$ cat src/design/fcsg_pkg.sv
// Shared types and constants for the filled circle span generator.
// No dependencies; every other design file refers to this package by scoped names.
package fcsg_pkg;

	localparam int COORD_BITS = 12;
	localparam int OUT_BITS   = 13;
	localparam int RAD_BITS   = 5;
	localparam int EXT_BITS   = 6;
	localparam int R2_BITS    = 10;
	localparam int SQ_BITS    = 12;
	localparam int MAX_RADIUS = 30;

	typedef enum logic [2:0] {
		ST_IDLE,
		ST_SHRINK,
		ST_EMIT_P,
		ST_EMIT_M,
		ST_EMIT_XP,
		ST_EMIT_XM
	} state_t;

	// Which of the four spans of one walk step is being produced.
	typedef enum logic [1:0] {
		SEL_P,
		SEL_M,
		SEL_XP,
		SEL_XM
	} span_sel_t;

	typedef struct packed {
		logic in_valid;
		logic gt;
		logic ndx_zero;
		logic fin;
		logic has_extra;
		logic dy_zero;
		logic slot_free;
	} stat_t;

	typedef struct packed {
		logic      ready;
		logic      load;
		logic      step;
		logic      emit;
		span_sel_t sel;
		logic      last;
		logic      commit;
		logic      mark;
	} ctrl_t;

endpackage

$ cat src/design/fcsg_dist_unit.sv
// Shared distance compare: tests radius squared against dx^2 + dy^2.
// Depends on fcsg_pkg for widths.
module fcsg_dist_unit (
	input  logic [fcsg_pkg::EXT_BITS-1:0] dx,
	input  logic [fcsg_pkg::EXT_BITS-1:0] dy,
	input  logic [fcsg_pkg::R2_BITS-1:0]  r2,
	output logic                          gt
);
	logic [fcsg_pkg::SQ_BITS-1:0] sum;

	assign sum = fcsg_pkg::SQ_BITS'(dx) * fcsg_pkg::SQ_BITS'(dx)
		+ fcsg_pkg::SQ_BITS'(dy) * fcsg_pkg::SQ_BITS'(dy);
	assign gt = fcsg_pkg::SQ_BITS'(r2) < sum;
endmodule

$ cat src/design/fcsg_ctrl.sv
// Sequencer for the span walk: load, extent shrink loop and up to four span emissions per step.
// Depends on fcsg_pkg for the state, status and control types.
module fcsg_ctrl (
	input  logic            clk,
	input  logic            arst_n,
	input  fcsg_pkg::stat_t stat,
	output fcsg_pkg::ctrl_t ctrl
);
	fcsg_pkg::state_t state_q, state_nx;

	always_ff @(posedge clk or negedge arst_n) begin
		if (!arst_n) begin
			state_q <= fcsg_pkg::ST_IDLE;
		end else begin
			state_q <= state_nx;
		end
	end

	always_comb begin
		state_nx = state_q;
		case (state_q)
			fcsg_pkg::ST_IDLE: begin
				if (stat.in_valid) state_nx = fcsg_pkg::ST_SHRINK;
			end
			fcsg_pkg::ST_SHRINK: begin
				if (stat.ndx_zero || !stat.gt) state_nx = fcsg_pkg::ST_EMIT_P;
			end
			fcsg_pkg::ST_EMIT_P: begin
				if (stat.slot_free) begin
					if (!stat.dy_zero) state_nx = fcsg_pkg::ST_EMIT_M;
					else if (stat.fin) state_nx = fcsg_pkg::ST_IDLE;
					else state_nx = fcsg_pkg::ST_SHRINK;
				end
			end
			fcsg_pkg::ST_EMIT_M: begin
				if (stat.slot_free) begin
					if (stat.has_extra) state_nx = fcsg_pkg::ST_EMIT_XP;
					else if (stat.fin) state_nx = fcsg_pkg::ST_IDLE;
					else state_nx = fcsg_pkg::ST_SHRINK;
				end
			end
			fcsg_pkg::ST_EMIT_XP: begin
				if (stat.slot_free) state_nx = fcsg_pkg::ST_EMIT_XM;
			end
			fcsg_pkg::ST_EMIT_XM: begin
				if (stat.slot_free) begin
					if (stat.fin) state_nx = fcsg_pkg::ST_IDLE;
					else state_nx = fcsg_pkg::ST_SHRINK;
				end
			end
			default: state_nx = fcsg_pkg::ST_IDLE;
		endcase
	end

	always_comb begin
		ctrl        = '0;
		ctrl.sel    = fcsg_pkg::SEL_P;
		case (state_q)
			fcsg_pkg::ST_IDLE: begin
				ctrl.ready = 1'b1;
				ctrl.load  = stat.in_valid;
			end
			fcsg_pkg::ST_SHRINK: begin
				ctrl.step = !stat.ndx_zero && stat.gt;
			end
			fcsg_pkg::ST_EMIT_P: begin
				ctrl.emit   = stat.slot_free;
				ctrl.sel    = fcsg_pkg::SEL_P;
				ctrl.last   = stat.fin && stat.dy_zero;
				ctrl.commit = stat.slot_free && stat.dy_zero;
			end
			fcsg_pkg::ST_EMIT_M: begin
				ctrl.emit   = stat.slot_free;
				ctrl.sel    = fcsg_pkg::SEL_M;
				ctrl.last   = stat.fin && !stat.has_extra;
				ctrl.commit = stat.slot_free && !stat.has_extra;
			end
			fcsg_pkg::ST_EMIT_XP: begin
				ctrl.emit = stat.slot_free;
				ctrl.sel  = fcsg_pkg::SEL_XP;
			end
			fcsg_pkg::ST_EMIT_XM: begin
				ctrl.emit   = stat.slot_free;
				ctrl.sel    = fcsg_pkg::SEL_XM;
				ctrl.last   = stat.fin;
				ctrl.commit = stat.slot_free;
				ctrl.mark   = stat.slot_free;
			end
			default: ctrl.ready = 1'b0;
		endcase
	end
endmodule

$ cat src/design/fcsg_out_reg.sv
// Output word register with valid/ready handshake toward the span receiver.
// Depends on fcsg_pkg for the field width.
module fcsg_out_reg (
	input  logic                               clk,
	input  logic                               arst_n,
	input  logic                               load,
	input  logic signed [fcsg_pkg::OUT_BITS-1:0] row_d,
	input  logic signed [fcsg_pkg::OUT_BITS-1:0] left_d,
	input  logic signed [fcsg_pkg::OUT_BITS-1:0] right_d,
	input  logic                               last_d,
	output logic                               slot_free,
	output logic                               out_valid,
	input  logic                               out_ready,
	output logic signed [fcsg_pkg::OUT_BITS-1:0] span_row,
	output logic signed [fcsg_pkg::OUT_BITS-1:0] span_left,
	output logic signed [fcsg_pkg::OUT_BITS-1:0] span_right,
	output logic                               last_span
);
	logic                                valid_q;
	logic signed [fcsg_pkg::OUT_BITS-1:0] row_q, left_q, right_q;
	logic                                last_q;

	assign slot_free = !valid_q || out_ready;

	always_ff @(posedge clk or negedge arst_n) begin
		if (!arst_n) begin
			valid_q <= 1'b0;
		end else if (slot_free) begin
			valid_q <= load;
		end
	end

	always_ff @(posedge clk) begin
		if (load && slot_free) begin
			row_q   <= row_d;
			left_q  <= left_d;
			right_q <= right_d;
			last_q  <= last_d;
		end
	end

	assign out_valid  = valid_q;
	assign span_row   = row_q;
	assign span_left  = left_q;
	assign span_right = right_q;
	assign last_span  = last_q;
endmodule

$ cat src/design/filled_circle_span_generator.sv
// Top level of the filled circle span generator: walk registers, span arithmetic, instances.
// Depends on fcsg_pkg, fcsg_dist_unit, fcsg_ctrl and fcsg_out_reg.
//
// Usage: a circle command word (center_x, center_y, radius) enters on the in_valid/in_ready
// channel. The block then emits, one word per cycle at best, the horizontal spans that fill
// the disc on the out_valid/out_ready channel; the final span of a command has last_span set.
// Radii above 30 are treated as 30; a zero radius yields one single-point span.
// Each walk step runs the shrink loop, which lowers the extent one decrement at a time
// while the shared distance compare still finds it outside the disc, and then emits its
// spans one by one. After a command is accepted the sequencer passes through the shrink
// state before the first span enters the output register; any radius other than zero
// always takes one extent decrement there first.
// in_ready is high only while no command is being walked; the next command can be taken
// while the final span still waits in the output register.
// When the receiver holds out_ready low the walk pauses at the next span and resumes
// without loss. Reset empties the output register and returns the sequencer to idle.
module filled_circle_span_generator (
	input  logic                                   clk,
	input  logic                                   arst_n,
	input  logic                                   in_valid,
	output logic                                   in_ready,
	input  logic signed [fcsg_pkg::COORD_BITS-1:0] center_x,
	input  logic signed [fcsg_pkg::COORD_BITS-1:0] center_y,
	input  logic        [fcsg_pkg::RAD_BITS-1:0]   radius,
	output logic                                   out_valid,
	input  logic                                   out_ready,
	output logic signed [fcsg_pkg::OUT_BITS-1:0]   span_row,
	output logic signed [fcsg_pkg::OUT_BITS-1:0]   span_left,
	output logic signed [fcsg_pkg::OUT_BITS-1:0]   span_right,
	output logic                                   last_span
);
	localparam int EB = fcsg_pkg::EXT_BITS;
	localparam int OB = fcsg_pkg::OUT_BITS;

	fcsg_pkg::stat_t stat;
	fcsg_pkg::ctrl_t ctrl;

	logic signed [fcsg_pkg::COORD_BITS-1:0] cx_q, cy_q;
	logic [fcsg_pkg::R2_BITS-1:0]  r2_q;
	logic [fcsg_pkg::RAD_BITS-1:0] r_sat;
	logic [EB-1:0] dx_q, dy_q, ndx_q, ndy_q, prev_q;
	logic          pvalid_q;
	logic          gt, slot_free;

	logic signed [OB-1:0] cx_ext, cy_ext, off, half, row_d, left_d, right_d;
	logic                 neg;

	assign r_sat = (radius > fcsg_pkg::RAD_BITS'(fcsg_pkg::MAX_RADIUS))
		? fcsg_pkg::RAD_BITS'(fcsg_pkg::MAX_RADIUS) : radius;

	// Center and squared radius are plain payload and need no reset.
	always_ff @(posedge clk) begin
		if (ctrl.load) begin
			cx_q <= center_x;
			cy_q <= center_y;
			r2_q <= fcsg_pkg::R2_BITS'(r_sat) * fcsg_pkg::R2_BITS'(r_sat);
		end
	end

	// ndx/ndy hold the extent and offset of the next step, shrunk ahead of emission so
	// that the final span of a command is known when it is emitted.
	always_ff @(posedge clk or negedge arst_n) begin
		if (!arst_n) begin
			dx_q     <= '0;
			dy_q     <= '0;
			ndx_q    <= '0;
			ndy_q    <= '0;
			prev_q   <= '0;
			pvalid_q <= 1'b0;
		end else begin
			if (ctrl.load) begin
				dx_q     <= EB'(r_sat);
				ndx_q    <= EB'(r_sat);
				dy_q     <= '0;
				ndy_q    <= EB'(1);
				prev_q   <= '0;
				pvalid_q <= 1'b0;
			end
			if (ctrl.step) ndx_q <= ndx_q - EB'(1);
			if (ctrl.commit) begin
				dx_q  <= ndx_q;
				dy_q  <= ndy_q;
				ndy_q <= ndy_q + EB'(1);
			end
			if (ctrl.mark) begin
				prev_q   <= dx_q;
				pvalid_q <= 1'b1;
			end
		end
	end

	fcsg_dist_unit u_dist (
		.dx (ndx_q),
		.dy (ndy_q),
		.r2 (r2_q),
		.gt (gt)
	);

	always_comb begin
		stat.in_valid  = in_valid;
		stat.gt        = gt;
		stat.ndx_zero  = (ndx_q == '0);
		// With the extent at zero the compare reduces to r^2 < dy^2, which ends the walk.
		stat.fin       = ((ndx_q == '0) && gt) || (ndx_q < ndy_q);
		stat.has_extra = (!pvalid_q || (prev_q != dx_q)) && (dy_q != '0) && (dy_q != dx_q);
		stat.dy_zero   = (dy_q == '0);
		stat.slot_free = slot_free;
	end

	fcsg_ctrl u_ctrl (
		.clk    (clk),
		.arst_n (arst_n),
		.stat   (stat),
		.ctrl   (ctrl)
	);

	assign in_ready = ctrl.ready;

	always_comb begin
		cx_ext = OB'(cx_q);
		cy_ext = OB'(cy_q);
		case (ctrl.sel)
			fcsg_pkg::SEL_P: begin
				off  = $signed({{(OB-EB){1'b0}}, dy_q});
				half = $signed({{(OB-EB){1'b0}}, dx_q});
				neg  = 1'b0;
			end
			fcsg_pkg::SEL_M: begin
				off  = $signed({{(OB-EB){1'b0}}, dy_q});
				half = $signed({{(OB-EB){1'b0}}, dx_q});
				neg  = 1'b1;
			end
			fcsg_pkg::SEL_XP: begin
				off  = $signed({{(OB-EB){1'b0}}, dx_q});
				half = $signed({{(OB-EB){1'b0}}, dy_q});
				neg  = 1'b0;
			end
			fcsg_pkg::SEL_XM: begin
				off  = $signed({{(OB-EB){1'b0}}, dx_q});
				half = $signed({{(OB-EB){1'b0}}, dy_q});
				neg  = 1'b1;
			end
			default: begin
				off  = '0;
				half = '0;
				neg  = 1'b0;
			end
		endcase
		row_d   = neg ? (cy_ext - off) : (cy_ext + off);
		left_d  = cx_ext - half;
		right_d = cx_ext + half;
	end

	fcsg_out_reg u_out (
		.clk        (clk),
		.arst_n     (arst_n),
		.load       (ctrl.emit),
		.row_d      (row_d),
		.left_d     (left_d),
		.right_d    (right_d),
		.last_d     (ctrl.last),
		.slot_free  (slot_free),
		.out_valid  (out_valid),
		.out_ready  (out_ready),
		.span_row   (span_row),
		.span_left  (span_left),
		.span_right (span_right),
		.last_span  (last_span)
	);
endmodule

$ cat config.mk
export PLATFORM = sky130hd
export DESIGN_NAME = filled_circle_span_generator
export DESIGN_NICKNAME = d
export VERILOG_FILES = /design/src/design/fcsg_pkg.sv /design/src/design/fcsg_dist_unit.sv /design/src/design/fcsg_ctrl.sv /design/src/design/fcsg_out_reg.sv /design/src/design/filled_circle_span_generator.sv
export SDC_FILE = /design/constraint.sdc
export NUM_CORES = 1
export LEC_CHECK = 0
export BUFFER_PORTS_ARGS = -buffer_cell sky130_fd_sc_hd__clkbuf_2
export CAP_MARGIN = 25
export CORE_MARGIN = 3
export CORE_UTILIZATION = 55
export DETAILED_ROUTE_END_ITERATION = 10
export HOLD_SLACK_MARGIN = 0.1
export PLACE_DENSITY = 0.83
export SLEW_MARGIN = 40
export SYNTH_ARGS = -nofsm -noshare
export SYNTH_HDL_FRONTEND = slang
export SYNTH_SLANG_ARGS = --single-unit
$ cat constraint.sdc
create_clock -name clk -period 17.67 [get_ports clk]
set_input_delay 2.6505 -clock clk [delete_from_list [all_inputs] [get_ports clk]]
set_output_delay 2.6505 -clock clk [all_outputs]
set_load 0.01 [all_outputs]
==> results of run 1 <==
-- per-stage QoR --
stage	hold WS, ns	cells	util (%)	worst slack [ns]	instance area [µm²]
detailed placement	0.483	988	60.2	11.38	8420
global placement	0.469	987	60.1	11.46	8400
finish	0.503	1004	62.2	11.31	8700
global route	0.515	1004	62.2	10.89	8700
CTS	0.499	1004	62.2	11.32	8700
floorplan	0.449	760	-	11.70	7910
-- cell families after synthesis --
kind of cell / after synthesis
AOI/OAI and AO/OA: 136
xor gates and xnor gates: 70
adders and majority gates: 118
buffers and inverters: 124
DFF: 107
muxes: 16
and+or+nand+nor: 189
-- critical path, stage by stage (launching register included) --
cell and delay, ns:
dfrtp_1 0.54, nand2_1 0.20, fa_1 0.55, fa_1 0.56
inv_1 0.06, fa_1 0.56, inv_1 0.07, fa_1 0.51
fa_1 0.54, inv_1 0.07, ha_1 0.31, a211oi_1 0.26
o21bai_1 0.11, a21oi_1 0.17, xor2_1 0.18, ha_1 0.28
a21oi_1 0.12, o21ai_0 0.10, a21oi_1 0.32, o21ai_4 0.18
and2_1 0.25, a211o_1 0.29
-- worst min-delay path by stage --
stage                               from              endpoint  slack [ns]
finish              pvalid_q$_DFFE_PN0P_  pvalid_q$_DFFE_PN0P_        0.50
global route        pvalid_q$_DFFE_PN0P_  pvalid_q$_DFFE_PN0P_        0.52
CTS                 pvalid_q$_DFFE_PN0P_  pvalid_q$_DFFE_PN0P_        0.50
detailed placement  pvalid_q$_DFFE_PN0P_  pvalid_q$_DFFE_PN0P_        0.48
global placement    pvalid_q$_DFFE_PN0P_  pvalid_q$_DFFE_PN0P_        0.47
floorplan           pvalid_q$_DFFE_PN0P_  pvalid_q$_DFFE_PN0P_        0.45
-- state kept, by name, summed over array words and instances, names as in the netlist --
| register | count |
|---|---|
| u_out.span_left | 13 |
| u_out.out_valid | 1 |
| u_out.span_right | 12 |
| r2_q | 9 |
| dx_q | 6 |
| pvalid_q | 1 |
| ndy_q | 6 |
| u_out.span_row | 13 |
| dy_q | 6 |
| cy_q | 12 |
| ndx_q | 6 |
| cx_q | 12 |
| u_out.last_span | 1 |
| u_ctrl.state_q | 3 |
| prev_q | 6 |
-- placed cells by master, fill, tap and decap left out, types with 3 or more instances in the layout --
master,count
nor3_1,10
nor2b_1,13
dfrtp_1,35
o21ai_0,20
or4_1,3
clkbuf_2,73
a31oi_1,8
edfxtp_1,72
o21a_1,5
nor2_1,51
xor2_1,32
nand2b_1,6
o21bai_1,12
and3_1,4
a211oi_1,3
and2_1,14
a22o_1,6
fa_1,39
mux2_2,6
a21o_1,18
ha_1,78
o31ai_1,7
nand4_1,3
inv_1,93
nand2_1,55
clkbuf_16,9
xnor2_1,37
nor4_1,3
mux2i_1,10
a21oi_1,38
nand3_1,15
-- metal layers --
layer | part of all wire, % | up-vias
met5 | 0 | -
met4 | 1.5 | 0
met3 | 4.9 | 23
met2 | 50 | 157
met1 | 44 | 2692
li1 | - | 2701
-- final cells by class --
class | instances | area (µm²)
flip-flops and latches | 107 | 3040
clock inverters | 6 | 55.1
multi-input cells | 529 | 4400
clock buffers | 10 | 229
repair buffers | 77 | 403
fillers | 1122 | 5290
well taps | 180 | 225
inverters | 95 | 357
==> results by group, run 1 <==
Global routing
  • Global routing usage on met3: 4.58%
  • Busiest layer in global routing: met2
  • Met1 usage: 26.3%
  • Gr ovfl total: 0
  • Number of global-route vias before repair: 5517
  • First-pass GRT wire length: 26.4 mm
  • Met2 GRT Util: 35.2%
  • Pin count of the biggest net entering global routing: 42
  • Initial antenna violation count: 0
  • GRT Resource Usage Total: 20.5%

Worst setup path
  • WP data arrival: 6.60 ns
  • CP Max Fanout: 13
  • Startpoint types: flip-flop
  • Worst Reg-to-Reg Cells: 21
  • R2R Path End: ndx_q[3]$_DFFE_PN0P_
  • Req. time, crit path: 17.91 ns
  • Worst reg2reg startpoint: ndy_q[4]$_DFFE_PN0P_
  • FF-to-FF setup slack: 11.31 ns
  • Setup crit end: ndx_q[3]$_DFFE_PN0P_
  • WS Path Type: flip-flop to flip-flop
  • Critical Path End Type: flip-flop
  • CP startpoint: ndy_q[4]$_DFFE_PN0P_

Floorplanning
  • Die ar.: 15900 µm²
  • Cell row count: 43
  • Die span in y: 126 µm
  • Core area: 14000 µm²
  • Initial core utilization: 56.6%
  • IO Pins: 75
  • Chip width: 126 µm

Synthesis
  • Complex-gate fraction of the synthesized area: 11.5%
  • Distinct cells, synth: 63
  • Number of synthesized flops with an enable pin: 72
  • Count leader, synth: inv_1
  • Adder-cell share of the synthesized area: 22.3%
  • Synth top area share: 27.3%
  • Xor/xnor share of the synthesized area: 7.92%
  • Syn Nets: 910
  • Yosys warnings: 0
  • Yosys reg bits: 107
  • Largest area contributor in the netlist: edfxtp_1
  • Synth Instances: 760
  • Simple-Gate Fraction of Synth Area: 11.6%
  • Cell Area, Synth: 7910 µm²
  • Syn_area_per_cell: 10.4 µm²
  • Seq/Total Area, Yosys: 38.4%
  • Mux contribution to synthesized area: 2.12%
  • Largest family of logic cells by synthesized area: adder cells
  • Synth top cells by count: inv_1, ha_1, edfxtp_1, nand2_1, nor2_1
  • Cells taking the most area after synthesis: edfxtp_1, ha_1, dfrtp_1
  • Async set or reset register ratio after synthesis: 32.7%
  • Prevailing post-synth register cell: edfxtp_1

Route
  • DR DRC count: 0
  • Post-DRT Antenna Nets: 0
  • DR vias/cell: 5.55
  • Wirelength, routed: 15.6 mm
  • Mean routed wirelength per cell: 15.6 µm
  • Initial DRC count: 452
  • Vias: 5573
  • Initial DRT Pass Iterations: 5

Finish
  • Antenna diode count: 0
  • P&R area growth vs syn: 10.0%
  • Layout net count: 969
  • Layout cells sized above 1: 13.3%

STA
  • RSZ-0062 raised after global routing: no
  • Clk_skew: 0.0122 ns
  • Slew @ Worst Pin: 0.718 ns
  • Period utilization: 36.0%
  • # setup viols final: 0
  • Fin. Hold Viols: 0
  • Sum Neg Setup Slack: 0 ns
  • Highest Clock Rate: 0.157 GHz
  • Max_slew headroom: 52.0%
  • Final Critical Period: 6.36 ns
  • Final Max Slew Viols: 0

CTS
  • CTS Buf Count: 9
  • Post-CTS Repair Setup Buffers: 0
  • Clock transition at the registers of the reported paths: 0.08 ns
  • CTS tree: done
  • CTS sink count: 107
  • Post-CTS Hold Buffers: 0
  • CTS max path bufs: 2
  • Clock root buffer: clkbuf_16
  • Post-CTS sizing: 0
  • H-tree depth: 3
  • Worst-skew pair later-pin latency: 0.36 ns

Placement
  • PortBufs: 74
  • GPL Wtd Cong: 0.892
  • Post-DP HPWL: 11.7 mm

Hold path
  • Hold path depth: 1
  • Worst hold-check path type: flip-flop to flip-flop

Outcome
  • Status: completed

Run
  • Max-cap violation count: 0
Power of run 1 is not shown: default switching activity piles up to over one toggle a cycle in this logic, so the estimate is an artifact.
==> run 2: changes to the inputs <==
- ABC_AREA: unset -> 1
- clock period: 17.67 -> 6 ns (I/O delays scaled with it)
==> results by group, run 2 <==
STA
  • Highest Clock Rate: 0.178 GHz (+13%)
  • Final Critical Period: 5.61 ns (-0.746 ns)
  • Final Max Slew Viols: 0 (unchanged)
  • Hold slack final: 0.525 ns (+0.0221 ns)
  • Max_slew headroom: 61.4% (+9.4 points)
  • Fin. Hold Viols: 0 (unchanged)
  • RSZ-0062 raised after global routing: no
  • Clk_skew: 0.0132 ns (+0.000979 ns)
  • # setup viols final: 0 (unchanged)
  • Sum Neg Setup Slack: 0 ns (unchanged)
  • Period utilization: 93.6% (+58 points)
  • Slew @ Worst Pin: 0.577 ns (-0.140 ns)

Route
  • Post-DRT Antenna Nets: 0 (unchanged)
  • Vias: 6545 (+17%)
  • Initial DRC count: 612 (+35%)
  • Wirelength, routed: 18.2 mm (+16%)
  • Top Layer Used: met4
  • Initial DRT Pass Iterations: 5 (unchanged)
  • DR vias/cell: 5.38 (-3.0%)
  • DR WL met3: 1.19 mm (+56%)
  • Mean routed wirelength per cell: 14.9 µm (-4.0%)
  • M1 WL: 7.20 mm (+5.1%)
  • DR DRC count: 0 (unchanged)
  • DR WL met2: 9.31 mm (+20%)

Floorplanning
  • Die ar.: 16400 µm² (+3.3%)
  • IO Pins: 75 (unchanged)
  • Initial core utilization: 57.6% (+1.1 points)
  • Cell row count: 43 (unchanged)
  • Chip width: 128 µm (+1.6%)
  • Die span in y: 128 µm (+1.6%)
  • Core area: 14200 µm² (+1.5%)

Synthesis
  • Number of synthesized flops with an enable pin: 72 (unchanged)
  • Synth Instances: 945 (+24%)
  • Yosys reg bits: 107 (unchanged)
  • Mux contribution to synthesized area: 0% (-2.1 points)
  • Adder-cell share of the synthesized area: 21.5% (-0.87 points)
  • Largest area contributor in the netlist: edfxtp_1
  • Prevailing post-synth register cell: edfxtp_1
  • Simple-Gate Fraction of Synth Area: 16.6% (+5.0 points)
  • Cells taking the most area after synthesis: edfxtp_1, ha_1, dfrtp_1
  • Distinct cells, synth: 40 (-37%)
  • Async set or reset register ratio after synthesis: 32.7% (unchanged)
  • Synth top cells by count: nand2_1, inv_1, ha_1, edfxtp_1, nand3_1
  • Xor/xnor share of the synthesized area: 6.19% (-1.7 points)
  • Syn_area_per_cell: 8.66 µm² (-17%)
  • Synth top area share: 26.4% (-0.92 points)
  • Seq/Total Area, Yosys: 37.1% (-1.3 points)
  • Yosys warnings: 0 (unchanged)
  • Largest family of logic cells by synthesized area: adder cells
  • Cell Area, Synth: 8190 µm² (+3.5%)
  • Complex-gate fraction of the synthesized area: 8.15% (-3.4 points)
  • Syn Nets: 1095 (+20%)
  • Count leader, synth: nand2_1

Finish
  • Fillers: 1146 (+2.1%)
  • Layout cells sized above 1: 14.1% (+0.74 points)
  • Antenna diode count: 0 (unchanged)
  • Layout net count: 1181 (+22%)
  • Most frequent cells in the layout: nand2_1, inv_1, ha_1, clkbuf_2, edfxtp_1
  • Commonest non-fill, non-tap cell in the layout: nand2_1
  • P&R area growth vs syn: 12.0%

Global routing
  • Pin count of the biggest net entering global routing: 38 (-9.5%)
  • Number of global-route vias before repair: 6364 (+15%)
  • Initial antenna violation count: 0 (unchanged)
  • Gr ovfl total: 0 (unchanged)
  • GRT Resource Usage Total: 22.8% (+2.3 points)
  • First-pass GRT wire length: 29.8 mm (+13%)

Outcome
  • Status: completed

CTS
  • Clock transition at the registers of the reported paths: 0.08 ns (about the same)
  • CTS Buf Count: 9 (unchanged)
  • Clock root buffer: clkbuf_16
  • H-tree depth: 3 (unchanged)
  • Post-CTS Hold Buffers: 0 (unchanged)
  • CTS max path bufs: 2 (unchanged)
  • Worst-skew pair later-pin latency: 0.36 ns (about the same)
  • CTS tree: done
  • CTS sink count: 107 (unchanged)

Worst setup path
  • WS Path Type: flip-flop to flip-flop
  • Levels on crit path: 28 (+33%)
  • Worst Reg-to-Reg Cells: 28 (+33%)
  • FF-to-FF setup slack: 0.39 ns (-10.92 ns)
  • Req. time, crit path: 6.30 ns (-11.61 ns)
  • CP Max Fanout: 8 (-5)
  • Critical Path End Type: flip-flop
  • Max incr delay on CP: 0.55 ns (about the same)
  • Setup crit end: ndx_q[3]$_DFFE_PN0P_
  • CP startpoint: ndx_q[0]$_DFFE_PN0P_
  • Most used cell, CP: inv_1
  • Worst path top cell family by delay: adder cells
  • CP bufs+invs: 7 (+4)
  • Worst reg2reg startpoint: ndx_q[0]$_DFFE_PN0P_
  • Slowest CP cell: fa_1
  • Startpoint types: flip-flop
  • WP data arrival: 5.91 ns (-0.69 ns)
  • R2R Path End: ndx_q[3]$_DFFE_PN0P_

Placement
  • Post-DP HPWL: 14.2 mm (+21%)
  • PortBufs: 74 (unchanged)
  • GPL Wtd Cong: 0.926 (+3.7%)

Run
  • Max-cap violation count: 0 (unchanged)

Hold path
  • Worst hold-check path type: input pin to asynchronous set/reset pin
run 2: cell types whose count changed after synthesis, moves of 8 or more:
cell / change
nand2_1: +138
mux2i_1: -10
a21o_1: -16
inv_2: +10
xor2_1: +10
nor2b_1: -13
o21bai_1: -8
inv_1: +95
and2_1: -14
clkbuf_1: -14
nand3_1: +36
xnor2_1: -23
o21ai_1: +24
run 2: worst reg2reg max path: cells and delay by family, from the launching register on:
kind | cells | cell delay (ns)
fa+ha+maj | 7 | 3.17
simple gates | 11 | 1.09
buf+inv | 7 | 0.47
flops | 1 | 0.45
compound gates | 2 | 0.22
xor+xnor | 1 | 0.14
run 2: logic make-up after synthesis:
group	Yosys count
flops	107
simple gates	325
compound gates	119
fa+ha+maj	117
buf+inv	220
xor+xnor	57
run 2: area by class of cell:
type	instances	area (µm²)	share of cell area, %
clock buffer	10	229	2.50
clock inverter	6	58.8	0.641
inverter	202	758	8.27
multi-input combinational	618	4330	47.2
sequential	107	3050	33.2
tap	180	225	2.46
timing repair buffer	93	528	5.76
run 2: what timing repair did:
item / in CTS / in global routing
hold endpoints to repair: 0 / 0
setup buffers: 0 / 11
endpoints found under the setup margin: 0 / 10
gates resized for setup: 0 / 14
run 2: metal layers:
metal  track usage (%)  vias to the layer above
li1                  -                     3183
met1              27.7                     3081
met2              40.9                      235
met3              4.71                       46
met4              6.74                        0
met5                 0                        -
run 2: per-stage QoR:
step | worst slack (ns) | cells | area, µm² | util, %
CTS | 0.227 | 1205 | 9050 | 63.7
global route | 0.0217 | 1216 | 9170 | 64.6
detailed placement | 0.258 | 1189 | 8760 | 61.7
floorplan | 0.575 | 945 | 8190 | -
finish | 0.387 | 1216 | 9170 | 64.6
global placement | 0.390 | 1188 | 8750 | 61.6
run 2: worst min path at each step:
stage | startpoint | to | slack [ns]
after floorplan | u_ctrl.state_q[0]$_DFFE_PN0P_ | u_ctrl.state_q[0]$_DFFE_PN0P_ | 0.49
after global placement | prev_q[5]$_DFFE_PN0P_ | prev_q[5]$_DFFE_PN0P_ | 0.52
after detailed placement | prev_q[5]$_DFFE_PN0P_ | prev_q[5]$_DFFE_PN0P_ | 0.53
after CTS | arst_n | prev_q[0]$_DFFE_PN0P_ | 0.53
after global routing | arst_n | u_out.out_valid$_DFFE_PN0N_ | 0.55
final | arst_n | prev_q[0]$_DFFE_PN0P_ | 0.53
Power of run 2 is left out for the same reason.
